<file path="src/hdl/acu_pkg.sv">
`default_nettype none
package acu_pkg;

  typedef enum logic [5:0] {
    CMD_LDA, CMD_LDX, CMD_LDY, CMD_STA, CMD_STX, CMD_STY, CMD_TAX, CMD_TAY,
    CMD_TXA, CMD_TYA, CMD_TSX, CMD_TXS, CMD_ADC, CMD_SBC, CMD_AND, CMD_ORA,
    CMD_EOR, CMD_CMP, CMD_CPX, CMD_CPY, CMD_INC, CMD_INX, CMD_INY, CMD_DEC,
    CMD_DEX, CMD_DEY, CMD_ASL, CMD_LSR, CMD_ROL, CMD_ROR, CMD_JMP, CMD_JSR,
    CMD_RTS, CMD_BPL, CMD_BMI, CMD_BVC, CMD_BVS, CMD_BCC, CMD_BCS, CMD_BNE,
    CMD_BEQ, CMD_CLC, CMD_SEC, CMD_CLI, CMD_SEI, CMD_CLV, CMD_CLD, CMD_SED,
    CMD_PHA, CMD_PLA, CMD_PHP, CMD_PLP, CMD_BRK, CMD_RTI, CMD_BIT, CMD_NOP
  } acu_cmd_e;

  localparam int unsigned FL_C = 0;
  localparam int unsigned FL_Z = 1;
  localparam int unsigned FL_I = 2;
  localparam int unsigned FL_D = 3;
  localparam int unsigned FL_B = 4;
  localparam int unsigned FL_U = 5;
  localparam int unsigned FL_V = 6;
  localparam int unsigned FL_N = 7;

  localparam logic [7:0]  STACK_PAGE_HI = 8'h01;
  localparam logic [7:0]  SP_RESET      = 8'hFD;
  localparam logic [7:0]  STATUS_RESET  = 8'h24;
  localparam logic [15:0] IRQ_VEC_RESET = 16'h0000;
  localparam int unsigned MAX_WRITES    = 3;

  typedef struct packed {
    logic [7:0] a;
    logic [7:0] x;
    logic [7:0] y;
    logic [7:0] sp;
    logic [7:0] p;
  } acu_arch_t;

  typedef struct packed {
    logic [1:0]                       wr_count;
    logic [MAX_WRITES-1:0][15:0]      wr_addr;
    logic [MAX_WRITES-1:0][7:0]       wr_data;
    logic [15:0]                      next_pc;
    acu_arch_t                        arch;
  } acu_bundle_t;

  function automatic logic [7:0] set_zn(input logic [7:0] p, input logic [7:0] v);
    logic [7:0] r;
    r = p;
    r[FL_Z] = (v == 8'h00);
    r[FL_N] = v[7];
    return r;
  endfunction

endpackage
`default_nettype wire

</file>
<file path="src/hdl/acu_exec.sv">
`default_nettype none
module acu_exec import acu_pkg::*; (
  input  wire logic [5:0]  cmd_i,
  input  wire logic        on_accumulator_i,
  input  wire logic [7:0]  operand_i,
  input  wire logic [15:0] effective_address_i,
  input  wire logic [15:0] pc_after_fetch_i,
  input  wire logic [23:0] popped_bytes_i,
  input  wire logic [15:0] irq_vector_i,
  input  wire acu_arch_t   arch_i,
  output acu_bundle_t      bundle_o
);

  acu_cmd_e    cmd;
  acu_arch_t   nxt;
  logic [7:0]  m, p0, p1, p2;
  logic [7:0]  sp_m1, sp_m2;
  logic [8:0]  sum9;
  logic [7:0]  add_m, add_r;
  logic [7:0]  cmp_reg;
  logic [8:0]  diff9;
  logic [7:0]  sh_v, sh_r;
  logic        sh_co;
  logic [7:0]  inc_r, dec_r;
  logic [15:0] ret_jsr, ret_brk, rts_pc;
  logic        take;

  assign cmd   = acu_cmd_e'(cmd_i);
  assign m     = operand_i;
  assign p0    = popped_bytes_i[7:0];
  assign p1    = popped_bytes_i[15:8];
  assign p2    = popped_bytes_i[23:16];
  assign sp_m1 = arch_i.sp - 8'd1;
  assign sp_m2 = arch_i.sp - 8'd2;

  assign add_m = (cmd == CMD_SBC) ? ~m : m;
  assign sum9  = {1'b0, arch_i.a} + {1'b0, add_m} + {8'd0, arch_i.p[FL_C]};
  assign add_r = sum9[7:0];

  assign inc_r   = m + 8'd1;
  assign dec_r   = m - 8'd1;
  assign ret_jsr = pc_after_fetch_i - 16'd1;
  assign ret_brk = pc_after_fetch_i + 16'd1;
  assign rts_pc  = {p1, p0} + 16'd1;

  always_comb begin
    case (cmd)
      CMD_CPX: cmp_reg = arch_i.x;
      CMD_CPY: cmp_reg = arch_i.y;
      default: cmp_reg = arch_i.a;
    endcase
  end
  assign diff9 = {1'b0, cmp_reg} - {1'b0, m};

  assign sh_v = on_accumulator_i ? arch_i.a : m;
  always_comb begin
    case (cmd)
      CMD_ASL: begin
        sh_r  = {sh_v[6:0], 1'b0};
        sh_co = sh_v[7];
      end
      CMD_LSR: begin
        sh_r  = {1'b0, sh_v[7:1]};
        sh_co = sh_v[0];
      end
      CMD_ROL: begin
        sh_r  = {sh_v[6:0], arch_i.p[FL_C]};
        sh_co = sh_v[7];
      end
      CMD_ROR: begin
        sh_r  = {arch_i.p[FL_C], sh_v[7:1]};
        sh_co = sh_v[0];
      end
      default: begin
        sh_r  = sh_v;
        sh_co = arch_i.p[FL_C];
      end
    endcase
  end

  always_comb begin
    nxt      = arch_i;
    bundle_o = '0;
    bundle_o.next_pc = pc_after_fetch_i;
    take     = 1'b0;
    case (cmd)
      CMD_LDA: begin
        nxt.a = m;
        nxt.p = set_zn(arch_i.p, m);
      end
      CMD_LDX: begin
        nxt.x = m;
        nxt.p = set_zn(arch_i.p, m);
      end
      CMD_LDY: begin
        nxt.y = m;
        nxt.p = set_zn(arch_i.p, m);
      end
      CMD_STA, CMD_STX, CMD_STY: begin
        bundle_o.wr_count   = 2'd1;
        bundle_o.wr_addr[0] = effective_address_i;
        bundle_o.wr_data[0] = (cmd == CMD_STA) ? arch_i.a :
                              (cmd == CMD_STX) ? arch_i.x : arch_i.y;
      end
      CMD_TAX: begin
        nxt.x = arch_i.a;
        nxt.p = set_zn(arch_i.p, arch_i.a);
      end
      CMD_TAY: begin
        nxt.y = arch_i.a;
        nxt.p = set_zn(arch_i.p, arch_i.a);
      end
      CMD_TXA: begin
        nxt.a = arch_i.x;
        nxt.p = set_zn(arch_i.p, arch_i.x);
      end
      CMD_TYA: begin
        nxt.a = arch_i.y;
        nxt.p = set_zn(arch_i.p, arch_i.y);
      end
      CMD_TSX: begin
        nxt.x = arch_i.sp;
        nxt.p = set_zn(arch_i.p, arch_i.sp);
      end
      CMD_TXS: nxt.sp = arch_i.x;
      CMD_ADC, CMD_SBC: begin
        nxt.a       = add_r;
        nxt.p       = set_zn(arch_i.p, add_r);
        nxt.p[FL_C] = sum9[8];
        nxt.p[FL_V] = (arch_i.a[7] ^ add_r[7]) & (add_m[7] ^ add_r[7]);
      end
      CMD_AND: begin
        nxt.a = arch_i.a & m;
        nxt.p = set_zn(arch_i.p, arch_i.a & m);
      end
      CMD_ORA: begin
        nxt.a = arch_i.a | m;
        nxt.p = set_zn(arch_i.p, arch_i.a | m);
      end
      CMD_EOR: begin
        nxt.a = arch_i.a ^ m;
        nxt.p = set_zn(arch_i.p, arch_i.a ^ m);
      end
      CMD_CMP, CMD_CPX, CMD_CPY: begin
        nxt.p[FL_C] = ~diff9[8];
        nxt.p[FL_Z] = (cmp_reg == m);
        nxt.p[FL_N] = diff9[7];
      end
      CMD_INC: begin
        bundle_o.wr_count   = 2'd1;
        bundle_o.wr_addr[0] = effective_address_i;
        bundle_o.wr_data[0] = inc_r;
        nxt.p = set_zn(arch_i.p, inc_r);
      end
      CMD_DEC: begin
        bundle_o.wr_count   = 2'd1;
        bundle_o.wr_addr[0] = effective_address_i;
        bundle_o.wr_data[0] = dec_r;
        nxt.p = set_zn(arch_i.p, dec_r);
      end
      CMD_INX: begin
        nxt.x = arch_i.x + 8'd1;
        nxt.p = set_zn(arch_i.p, arch_i.x + 8'd1);
      end
      CMD_INY: begin
        nxt.y = arch_i.y + 8'd1;
        nxt.p = set_zn(arch_i.p, arch_i.y + 8'd1);
      end
      CMD_DEX: begin
        nxt.x = arch_i.x - 8'd1;
        nxt.p = set_zn(arch_i.p, arch_i.x - 8'd1);
      end
      CMD_DEY: begin
        nxt.y = arch_i.y - 8'd1;
        nxt.p = set_zn(arch_i.p, arch_i.y - 8'd1);
      end
      CMD_ASL, CMD_LSR, CMD_ROL, CMD_ROR: begin
        nxt.p       = set_zn(arch_i.p, sh_r);
        nxt.p[FL_C] = sh_co;
        if (on_accumulator_i) begin
          nxt.a = sh_r;
        end else begin
          bundle_o.wr_count   = 2'd1;
          bundle_o.wr_addr[0] = effective_address_i;
          bundle_o.wr_data[0] = sh_r;
        end
      end
      CMD_JMP: bundle_o.next_pc = effective_address_i;
      CMD_JSR: begin
        bundle_o.wr_count   = 2'd2;
        bundle_o.wr_addr[0] = {STACK_PAGE_HI, arch_i.sp};
        bundle_o.wr_data[0] = ret_jsr[15:8];
        bundle_o.wr_addr[1] = {STACK_PAGE_HI, sp_m1};
        bundle_o.wr_data[1] = ret_jsr[7:0];
        nxt.sp              = sp_m2;
        bundle_o.next_pc    = effective_address_i;
      end
      CMD_RTS: begin
        nxt.sp           = arch_i.sp + 8'd2;
        bundle_o.next_pc = rts_pc;
      end
      CMD_BPL: take = ~arch_i.p[FL_N];
      CMD_BMI: take = arch_i.p[FL_N];
      CMD_BVC: take = ~arch_i.p[FL_V];
      CMD_BVS: take = arch_i.p[FL_V];
      CMD_BCC: take = ~arch_i.p[FL_C];
      CMD_BCS: take = arch_i.p[FL_C];
      CMD_BNE: take = ~arch_i.p[FL_Z];
      CMD_BEQ: take = arch_i.p[FL_Z];
      CMD_CLC: nxt.p[FL_C] = 1'b0;
      CMD_SEC: nxt.p[FL_C] = 1'b1;
      CMD_CLI: nxt.p[FL_I] = 1'b0;
      CMD_SEI: nxt.p[FL_I] = 1'b1;
      CMD_CLV: nxt.p[FL_V] = 1'b0;
      CMD_CLD: nxt.p[FL_D] = 1'b0;
      CMD_SED: nxt.p[FL_D] = 1'b1;
      CMD_PHA, CMD_PHP: begin
        bundle_o.wr_count   = 2'd1;
        bundle_o.wr_addr[0] = {STACK_PAGE_HI, arch_i.sp};
        bundle_o.wr_data[0] = (cmd == CMD_PHA) ? arch_i.a :
                              (arch_i.p | 8'h30);
        nxt.sp              = sp_m1;
      end
      CMD_PLA: begin
        nxt.sp = arch_i.sp + 8'd1;
        nxt.a  = p0;
        nxt.p  = set_zn(arch_i.p, p0);
      end
      CMD_PLP: begin
        nxt.sp       = arch_i.sp + 8'd1;
        nxt.p        = p0;
        nxt.p[FL_B]  = 1'b0;
        nxt.p[FL_U]  = 1'b1;
      end
      CMD_BRK: begin
        bundle_o.wr_count   = 2'd3;
        bundle_o.wr_addr[0] = {STACK_PAGE_HI, arch_i.sp};
        bundle_o.wr_data[0] = ret_brk[15:8];
        bundle_o.wr_addr[1] = {STACK_PAGE_HI, sp_m1};
        bundle_o.wr_data[1] = ret_brk[7:0];
        bundle_o.wr_addr[2] = {STACK_PAGE_HI, sp_m2};
        bundle_o.wr_data[2] = arch_i.p | 8'h30;
        nxt.sp              = arch_i.sp - 8'd3;
        nxt.p[FL_I]         = 1'b1;
        bundle_o.next_pc    = irq_vector_i;
      end
      CMD_RTI: begin
        nxt.sp           = arch_i.sp + 8'd3;
        nxt.p            = p0;
        nxt.p[FL_B]      = 1'b0;
        nxt.p[FL_U]      = 1'b1;
        bundle_o.next_pc = {p2, p1};
      end
      CMD_BIT: begin
        nxt.p[FL_Z] = ((arch_i.a & m) == 8'h00);
        nxt.p[FL_V] = m[6];
        nxt.p[FL_N] = m[7];
      end
      default: ;
    endcase
    if (take) begin
      bundle_o.next_pc = effective_address_i;
    end
    bundle_o.arch = nxt;
  end

endmodule
`default_nettype wire

</file>
<file path="src/hdl/accumulator_cpu_execute_unit.sv">
// execute stage of an 8-bit accumulator cpu, binary arithmetic only
// input channel: in_valid_i / in_stall_o with one decoded operation per item,
// its operand, effective address, pc after fetch and three stack bytes
// output channel: out_valid_o / out_stall_i, one item per memory write
// (jsr two, brk three, other writers one) or a single item with
// write_enable_o low; last_o marks the final item of an operation
// cfg_we_i / cfg_wdata_i load the brk vector at any edge with cfg_we_i high
// registers update when an operation is taken, so the next one may follow in
// the very next cycle; results of each operation are held in a two-entry
// result buffer and are presented once the results ahead of them are sent
// throughput: one operation per cycle while each gives one item and the
// output is not stalled; an operation with k writes gives k output items
// in_stall_o is decoded from the buffer count: it is high only while both
// entries are full, so one more operation is taken behind a stalled item
// reset: a, x, y cleared, sp 0xfd, status 0x24, vector 0, buffer empty
`default_nettype none
module accumulator_cpu_execute_unit import acu_pkg::*; (
  input  wire logic        clk_i,
  input  wire logic        rst_ni,
  input  wire logic        in_valid_i,
  output logic             in_stall_o,
  input  wire logic [5:0]  cmd_i,
  input  wire logic        on_accumulator_i,
  input  wire logic [7:0]  operand_i,
  input  wire logic [15:0] effective_address_i,
  input  wire logic [15:0] pc_after_fetch_i,
  input  wire logic [23:0] popped_bytes_i,
  input  wire logic        cfg_we_i,
  input  wire logic [15:0] cfg_wdata_i,
  output logic             out_valid_o,
  input  wire logic        out_stall_i,
  output logic             write_enable_o,
  output logic [15:0]      write_address_o,
  output logic [7:0]       write_data_o,
  output logic [15:0]      next_pc_o,
  output logic [7:0]       reg_a_o,
  output logic [7:0]       reg_x_o,
  output logic [7:0]       reg_y_o,
  output logic [7:0]       reg_sp_o,
  output logic [7:0]       reg_status_o,
  output logic             last_o
);

  acu_arch_t   arch_q;
  logic [15:0] irq_vec_q;
  acu_bundle_t exec_bundle;
  acu_bundle_t buf_q [2];
  acu_bundle_t head;
  logic        wr_ptr_q, rd_ptr_q;
  logic [1:0]  cnt_q, cnt_d;
  logic [1:0]  k_q;
  logic [1:0]  nres;
  logic        in_take, out_take, pop;

  acu_exec u_exec (
    .cmd_i               (cmd_i),
    .on_accumulator_i    (on_accumulator_i),
    .operand_i           (operand_i),
    .effective_address_i (effective_address_i),
    .pc_after_fetch_i    (pc_after_fetch_i),
    .popped_bytes_i      (popped_bytes_i),
    .irq_vector_i        (irq_vec_q),
    .arch_i              (arch_q),
    .bundle_o            (exec_bundle)
  );

  assign in_stall_o = (cnt_q == 2'd2);
  assign in_take    = in_valid_i & ~in_stall_o;

  assign head     = buf_q[rd_ptr_q];
  assign nres     = (head.wr_count == 2'd0) ? 2'd1 : head.wr_count;
  assign last_o   = (k_q == nres - 2'd1);
  assign out_valid_o = (cnt_q != 2'd0);
  assign out_take = out_valid_o & ~out_stall_i;
  assign pop      = out_take & last_o;

  assign write_enable_o  = (k_q < head.wr_count);
  assign write_address_o = write_enable_o ? head.wr_addr[k_q] : 16'h0000;
  assign write_data_o    = write_enable_o ? head.wr_data[k_q] : 8'h00;
  assign next_pc_o       = head.next_pc;
  assign reg_a_o         = head.arch.a;
  assign reg_x_o         = head.arch.x;
  assign reg_y_o         = head.arch.y;
  assign reg_sp_o        = head.arch.sp;
  assign reg_status_o    = head.arch.p;

  always_comb begin
    cnt_d = cnt_q;
    if (in_take && !pop) begin
      cnt_d = cnt_q + 2'd1;
    end else if (!in_take && pop) begin
      cnt_d = cnt_q - 2'd1;
    end
  end

  always_ff @(posedge clk_i or negedge rst_ni) begin
    if (!rst_ni) begin
      arch_q    <= '{a: 8'h00, x: 8'h00, y: 8'h00, sp: SP_RESET, p: STATUS_RESET};
      irq_vec_q <= IRQ_VEC_RESET;
      wr_ptr_q  <= 1'b0;
      rd_ptr_q  <= 1'b0;
      cnt_q     <= 2'd0;
      k_q       <= 2'd0;
    end else begin
      cnt_q <= cnt_d;
      if (cfg_we_i) begin
        irq_vec_q <= cfg_wdata_i;
      end
      if (in_take) begin
        arch_q   <= exec_bundle.arch;
        wr_ptr_q <= ~wr_ptr_q;
      end
      if (out_take) begin
        if (last_o) begin
          k_q      <= 2'd0;
          rd_ptr_q <= ~rd_ptr_q;
        end else begin
          k_q <= k_q + 2'd1;
        end
      end
    end
  end

  always_ff @(posedge clk_i) begin
    if (in_take) begin
      buf_q[wr_ptr_q] <= exec_bundle;
    end
  end

endmodule
`default_nettype wire

</file>
<file path="config.mk">
export PLATFORM = sky130hd
export DESIGN_NAME = accumulator_cpu_execute_unit
export DESIGN_NICKNAME = d
export VERILOG_FILES = /design/src/hdl/acu_pkg.sv /design/src/hdl/acu_exec.sv /design/src/hdl/accumulator_cpu_execute_unit.sv
export SDC_FILE = /design/constraint.sdc
export NUM_CORES = 1
export LEC_CHECK = 0
export ABC_AREA = 1
export BUFFER_PORTS_ARGS = -buffer_cell sky130_fd_sc_hd__buf_2
export CAP_MARGIN = 20
export CORE_AREA = 5 5 190 192
export DETAILED_ROUTE_END_ITERATION = 16
export DIE_AREA = 0 0 195 197
export PLACE_DENSITY_LB_ADDON = 0.05
export SYNTH_ARGS = -nofsm -noshare
export SYNTH_HDL_FRONTEND = slang
export SYNTH_SLANG_ARGS = --single-unit
</file>
<file path="constraint.sdc">
create_clock -name clk_i -period 6.8 [get_ports clk_i]
set_clock_uncertainty 0.15 [all_clocks]
set_input_delay 0.68 -clock clk_i [delete_from_list [all_inputs] [get_ports clk_i]]
set_output_delay 0.68 -clock clk_i [all_outputs]
set_load 0.005 [all_outputs]
</file>
==> results of run 1 <==
-- synthesized netlist by cell type (2+ instances only) --
| library cell | n |
|---|---|
| xnor2_1 | 11 |
| clkinv_1 | 13 |
| nand2_1 | 608 |
| edfxtp_1 | 228 |
| buf_4 | 2 |
| o21a_1 | 19 |
| nor2_4 | 3 |
| o211ai_1 | 30 |
| buf_2 | 13 |
| nand4_1 | 35 |
| nor2_2 | 11 |
| inv_2 | 14 |
| clkbuf_1 | 62 |
| o22ai_1 | 62 |
| inv_1 | 207 |
| mux2_2 | 6 |
| a31oi_1 | 7 |
| nor3_1 | 29 |
| dfstp_2 | 9 |
| nor4_1 | 4 |
| o21ai_0 | 168 |
| o221ai_1 | 6 |
| a221oi_1 | 5 |
| dfrtp_1 | 53 |
| nand2_2 | 7 |
| a22oi_1 | 9 |
| nand3_1 | 130 |
| nand3b_1 | 2 |
| nor2_1 | 256 |
| buf_1 | 5 |
| fa_1 | 3 |
| and2_1 | 3 |
| a211o_1 | 2 |
| nor3_4 | 2 |
| xor2_1 | 40 |
| a21oi_1 | 101 |
| a211oi_1 | 15 |
| o21ai_1 | 8 |
| o31ai_1 | 11 |
| ha_1 | 62 |
| o2111ai_1 | 14 |
| or2_2 | 15 |
| o32ai_1 | 7 |
-- cell families after synthesis --
kind of cell | share of synthesized area
adders and majority gates | 0.0453
buffers and inverters | 0.0658
AOI/OAI and AO/OA | 0.153
DFF | 0.456
and+or+nand+nor | 0.252
muxes | 0.00420
xor gates and xnor gates | 0.0242
-- stage by stage --
| step | area (µm²) | utilization | hold slack (ps) | worst slack (ps) |
|---|---|---|---|---|
| 2_1_floorplan | 18500 | - | 234 | 294 |
| 3_5_place_dp | 19700 | 0.576 | 350 | 1810 |
| 3_3_place_gp | 19700 | 0.576 | 331 | 2040 |
| 5_1_grt | 20700 | 0.605 | 156 | 1440 |
| 6_report | 20700 | 0.605 | 159 | 1710 |
| 4_1_cts | 20700 | 0.605 | 149 | 1790 |
-- flip-flops by register name, indices dropped and copies added, names as in the netlist --
name	flops
irq_vec_q	16
cnt_q	2
rd_ptr_q	1
wr_ptr_q	1
buf_q	228
arch_q	40
k_q	2
-- power breakdown --
group          switching (mW)  internal (mW)
Combinational            2.33           1.05
Clock                   0.727          0.920
Sequential              0.404           2.55
Total                    3.46           4.52
-- layout by cell type (no fill, tap or decap), drive strengths merged, types with 7 or more instances in the layout --
cell type and instances:
a211oi 15, a21oi 101, a22oi 9, a31oi 7, buf 190, clkbuf 39
clkinv 23, dfrtp 53, dfstp 9, edfxtp 228, ha 62, inv 224
nand2 616, nand3 131, nand4 36, nor2 270, nor3 32, o2111ai 14
o211ai 31, o21a 19, o21ai 176, o22ai 62, o31ai 11, o32ai 7
or2 15, xnor2 11, xor2 40
-- area by class of cell --
| cell class | instances | area [µm²] |
|---|---|---|
| Tap cell | 455 | 569 |
| Inverter | 234 | 880 |
| Multi-Input combinational cell | 1706 | 8850 |
| Clock inverter | 17 | 175 |
| Fill cell | 2980 | 13500 |
| Clock buffer | 39 | 805 |
| Sequential cell | 290 | 8410 |
| Timing Repair Buffer | 190 | 988 |
| Antenna cell | 3 | 7.51 |
-- per-layer routing --
metal  track usage  routed length (µm)  part of all wire  vias to the layer above
li1              -                   -                 -                     8196
met3        0.0549                6550             0.093                      203
met1         0.465               27100              0.39                     8515
met4         0.146                3250             0.046                        2
met5             0                   9           0.00013                        -
met2         0.584               33200              0.47                     1115
-- worst max-delay path by stage --
stage	startpoint	endpoint	cells after the start
after floorplan	in_valid_i	buf_q[0][0]	3
after global placement	cmd_i[5]	buf_q[0][38]	15
after detailed placement	cmd_i[5]	buf_q[0][38]	15
after CTS	rd_ptr_q	write_data_o[6]	8
after global routing	rd_ptr_q	write_data_o[5]	8
final	rd_ptr_q	write_data_o[6]	8
-- worst register-to-register path, stage by stage (launching register included) --
cell and delay, ps:
dfrtp_4 720, clkinv_2 710, or2_2 530, o21ai_0 110, inv_1 80, o21ai_0 70, o21ai_0 140, a21oi_1 260
nand2_1 160, ha_1 350, a21oi_1 120, o21ai_0 110, xor2_1 160
==> results by group, run 1 <==
Run status
  – Status: complete, no violations

Critical path
  – CP arrival: 4260 ps
  – Critical Path Slowest Stage Cell: dfrtp_4
  – Worst Setup End Kind: output pin
  – CP max stage delay: 720 ps
  – Worst r2r dst: cnt_q[1]
  – FF-to-FF setup slack: 3000 ps
  – Critical Path, Cell by Cell: clkinv_2 > or2_2 > o21ai_0 > ha_1 > a21oi_1 > clkinv_1 > a31oi_1 > buf_2
  – Reg2reg start: rd_ptr_q
  – CP required: 5970 ps
  – Reg2Reg Depth: 12
  – Worst-path fanout max: 45
  – CP Class: reg2out
  – CP delay by family, top: buffers and inverters
  – Setup crit start kind: flip-flop
  – Worst path buffer plus inverter count: 3

Global routing
  – First-pass GRT wire length: 104,000 µm
  – Vias in the first global route: 16,900
  – GRT Residual Overflow: 0
  – Largest net degree at the start of global routing: 77
  – Total Routing Usage GR: 0.352
  – Initial antenna violation count: 5

Timing
  – Post-route minimum period: 5090 ps
  – Max-slew violations: 0
  – Setup violators final: 0
  – Period utilization: 0.748
  – Final hold violation count: 0
  – Worst slew margin: 0.286
  – F_max: 197 MHz
  – Worst-Margin Slew: 1070 ps
  – Setup TNS: 0 ps
  – RSZ-0062 raised after global routing: false

Pwr
  – P per Cell Area: 386 mW/mm²
  – Overall power: 7.99 mW
  – Pleak: 9.08 nW
  – Worst IR Drop VDD: 0.000411 V

Drt
  – Initial DRC count: 2,296
  – DR pass1 iterations: 6
  – Vias per cell: 6.15
  – DR DRC count: 0
  – WL final: 70,100 µm
  – WL/cell: 23.9 µm
  – Vias: 18,000
  – Final ANT Viol Nets: 0

Floorplanning
  – Cell row count: 68
  – Die Ht: 197 µm
  – Die X: 195 µm
  – I/O pins: 176
  – Die area: 0.0384 mm²
  – Starting Density: 0.540
  – Core footprint: 0.0342 mm²

Min path
  – HP Class: in2async

Synthesis
  – Post-synth EDFFs: 228
  – Main area contributors after synthesis: edfxtp_1 (37%), nand2_1 (12%), dfrtp_1 (7.2%)
  – Synthesized instance count: 2,313
  – Syn Nets: 2,470
  – Synth async-reset ratio: 0.214
  – Cell taking the most area after synthesis: edfxtp_1
  – Yosys warns: 0
  – Netlist area before placement: 0.0185 mm²
  – Register bit count reported by yosys: 290
  – Synth unique cells: 59
  – Sequential fraction of the synthesis area: 0.456
  – Synthesized area per cell: 7.98 µm²
  – Synth top area share: 0.371
  – Ys flop type: edfxtp_1

CTS
  – Cts hold-fix bufs: 0
  – CTS tree: done
  – Maximum root-to-sink buffer count: 3
  – H-tree lvl count: 1
  – Worst-Skew Late Latency: 590 ps
  – Clock-pin slew on the worst setup and hold paths: 70 ps
  – Root Buffer Master: clkbuf_16
  – Clk sinks: 290
  – Setup bufs post-CTS: 0
  – Post-cts sizing count: 0
  – Total CTS buffers: 30

Layout
  – Layout cells sized above 1: 0.126
  – Area delta synth->final: 12.1%
  – Layout Nets: 2,609
  – Final cell count without fillers: 2,934

Placed design
  – Placed instance count: 2,875
  – DP HPWL: 52,000 µm
  – Buffers on Ports: 175
  – GPL Wtd Cong: 1.03

Flow run
  – Max cap viols: 0
No activity file was read; power rests on OpenSTA's default activity.
==> inputs of run 2 (changes only) <==
- clock period: 6.8 -> 4.3 ns (I/O delays scaled with it)
==> results by group, run 2 (synthesis gave the netlist of run 1 again) <==
Pwr
  – Int Power: 7.27 mW
  – Worst IR Drop VDD: 0.000678 V
  – Clk pwr share: 0.207
  – Seq pwr share: 0.355
  – Overall power: 12.8 mW
  – Net switching power figure: 5.57 mW
  – Comb power frac: 0.438
  – Sw frac: 0.434
  – Pleak: 9.32 nW
  – P per Cell Area: 607 mW/mm²

Critical path
  – Worst Setup End Kind: output pin
  – FF-to-FF setup slack: 1110 ps
  – Critical Path, Cell by Cell: buf_6 > o21ai_0 > ha_1 > a21oi_1 > clkinv_1 > a21oi_1 > buf_2
  – CP max stage delay: 480 ps
  – Setup crit start kind: flip-flop
  – CP required: 3720 ps
  – Critical path's most frequent cell: a21oi_1
  – Worst-path fanout max: 74
  – Critical Path Slowest Stage Cell: clkinv_1
  – CP Class: reg2out
  – CP arrival: 3280 ps

Timing
  – Worst slew margin: 0.307
  – Worst-Margin Slew: 1040 ps
  – F_max: 259 MHz
  – Setup violators final: 0
  – Post-route minimum period: 3860 ps
  – Max-slew violations: 0
  – Period utilization: 0.897
  – Final hold violation count: 0
  – RSZ-0062 raised after global routing: false
  – Setup TNS: 0 ps

Layout
  – Top flop regs: buf_q x228, arch_q x40, irq_vec_q x16
  – Most frequent cells in the layout: nand2_1 (608), nor2_1 (254), edfxtp_1 (228)
  – Post-Layout Inst Area: 0.0211 mm²
  – Layout Nets: 2,659
  – Leading cell type in the layout, fill and taps excluded: nand2_1
  – Reg with most FFs: buf_q
  – Area delta synth->final: 14.6%
  – Max reg flops: 228
  – Layout cells sized above 1: 0.136

Placed design
  – DP HPWL: 54,900 µm
  – GPL Wtd Cong: 1.06
  – Post-DP Area: 0.0200 mm²
  – Buffers on Ports: 175

Drt
  – Vias per cell: 6.20
  – WL final: 72,800 µm
  – Initial DRC count: 2,448
  – WL/cell: 24.4 µm
  – Final ANT Viol Nets: 0
  – DR DRC count: 0
  – Vias: 18,500
  – DR pass1 iterations: 7

Run status
  – Status: complete, no violations

CTS
  – Maximum root-to-sink buffer count: 3
  – Worst-Skew Late Latency: 610 ps
  – Root Buffer Master: clkbuf_16
  – CTS tree: done
  – Setup bufs post-CTS: 0
  – Clock-pin slew on the worst setup and hold paths: 60 ps
  – H-tree lvl count: 1
  – Clk sinks: 290
  – Total CTS buffers: 30

Floorplanning
  – Cell row count: 68
  – Die X: 195 µm
  – Die area: 0.0384 mm²
  – I/O pins: 176
  – Starting Density: 0.540
  – Die Ht: 197 µm
  – Core footprint: 0.0342 mm²

Global routing
  – First-pass GRT wire length: 108,000 µm
  – Largest net degree at the start of global routing: 85
  – Vias in the first global route: 17,400
  – GRT Residual Overflow: 0
  – Total Routing Usage GR: 0.366
  – Initial antenna violation count: 1

Min path
  – HP Class: in2reg

Flow run
  – Max cap viols: 0
run 2: cell types whose count changed in the layout (fill, tap and decap cells not counted), moves of 2 or more:
| cell | change |
|---|---|
| buf_12 | +2 |
| inv_6 | +2 |
| diode_2 | -2 |
| dlygate4sd3_1 | +18 |
| buf_4 | +29 |
run 2: cell type report:
type | instances | area (µm²)
Timing Repair Buffer | 240 | 1440
Multi-Input combinational cell | 1706 | 8850
Fill cell | 2942 | 13100
Inverter | 234 | 880
Clock inverter | 17 | 199
Antenna cell | 1 | 2.50
Sequential cell | 290 | 8410
Clock buffer | 39 | 795
Tap cell | 455 | 569
run 2: worst paths after layout:
path / startpoint / end / cells after the start
setup / recovery: rd_ptr_q / write_data_o[0] / 7
min in group asynchronous: rst_ni / arch_q[37] / 2
max in group asynchronous: rst_ni / rd_ptr_q / 3
setup reg to reg: arch_q[32] / arch_q[34] / 9
hold reg to reg: arch_q[4] / arch_q[4] / 2
hold / removal: effective_address_i[13] / buf_q[1][53] / 3
run 2: power groups by stage:
stage               clock, mW  sequential [mW]  combinational [mW]
floorplan                   0             4.37                3.43
global placement            0             4.55                5.33
detailed placement          0             4.59                5.46
CTS                      2.67             4.54                5.53
global route             2.81             4.62                6.14
finish                   2.65             4.56                5.62
run 2: layer usage:
metal	vias to the layer above	wire length (µm)	share of wire	GRT usage
met3	238	7170	0.098	0.0568
met1	8683	28000	0.38	0.489
met5	-	12	0.00016	0
li1	8304	-	-	-
met4	2	3730	0.051	0.152
met2	1258	33900	0.47	0.600
run 2: repair_timing:
item	CTS	global route
resized for setup	0	1
endpoints found under the setup margin	0	16
hold buffers	18	0
endpoints found under the hold margin	41	0
run 2: worst max-delay path: cells and delay by family (launching register included):
| kind | cells | cell delay [ps] |
|---|---|---|
| buffers and inverters | 3 | 1110 |
| AO/OA/AOI/OAI | 3 | 800 |
| flip-flops | 1 | 440 |
| adder cells (fa/ha/maj) | 1 | 310 |
run 2: per-stage QoR:
stage / setup WS, ps / util / std cells / hold WS [ps]
final: 444 / 0.618 / 2982 / 55.7
after global placement: 626 / 0.584 / 2907 / 334
after global routing: 123 / 0.618 / 2981 / 45.3
after detailed placement: 443 / 0.584 / 2907 / 346
after floorplan: 103 / - / 2313 / -15.6
after CTS: 255 / 0.618 / 2981 / 28.4
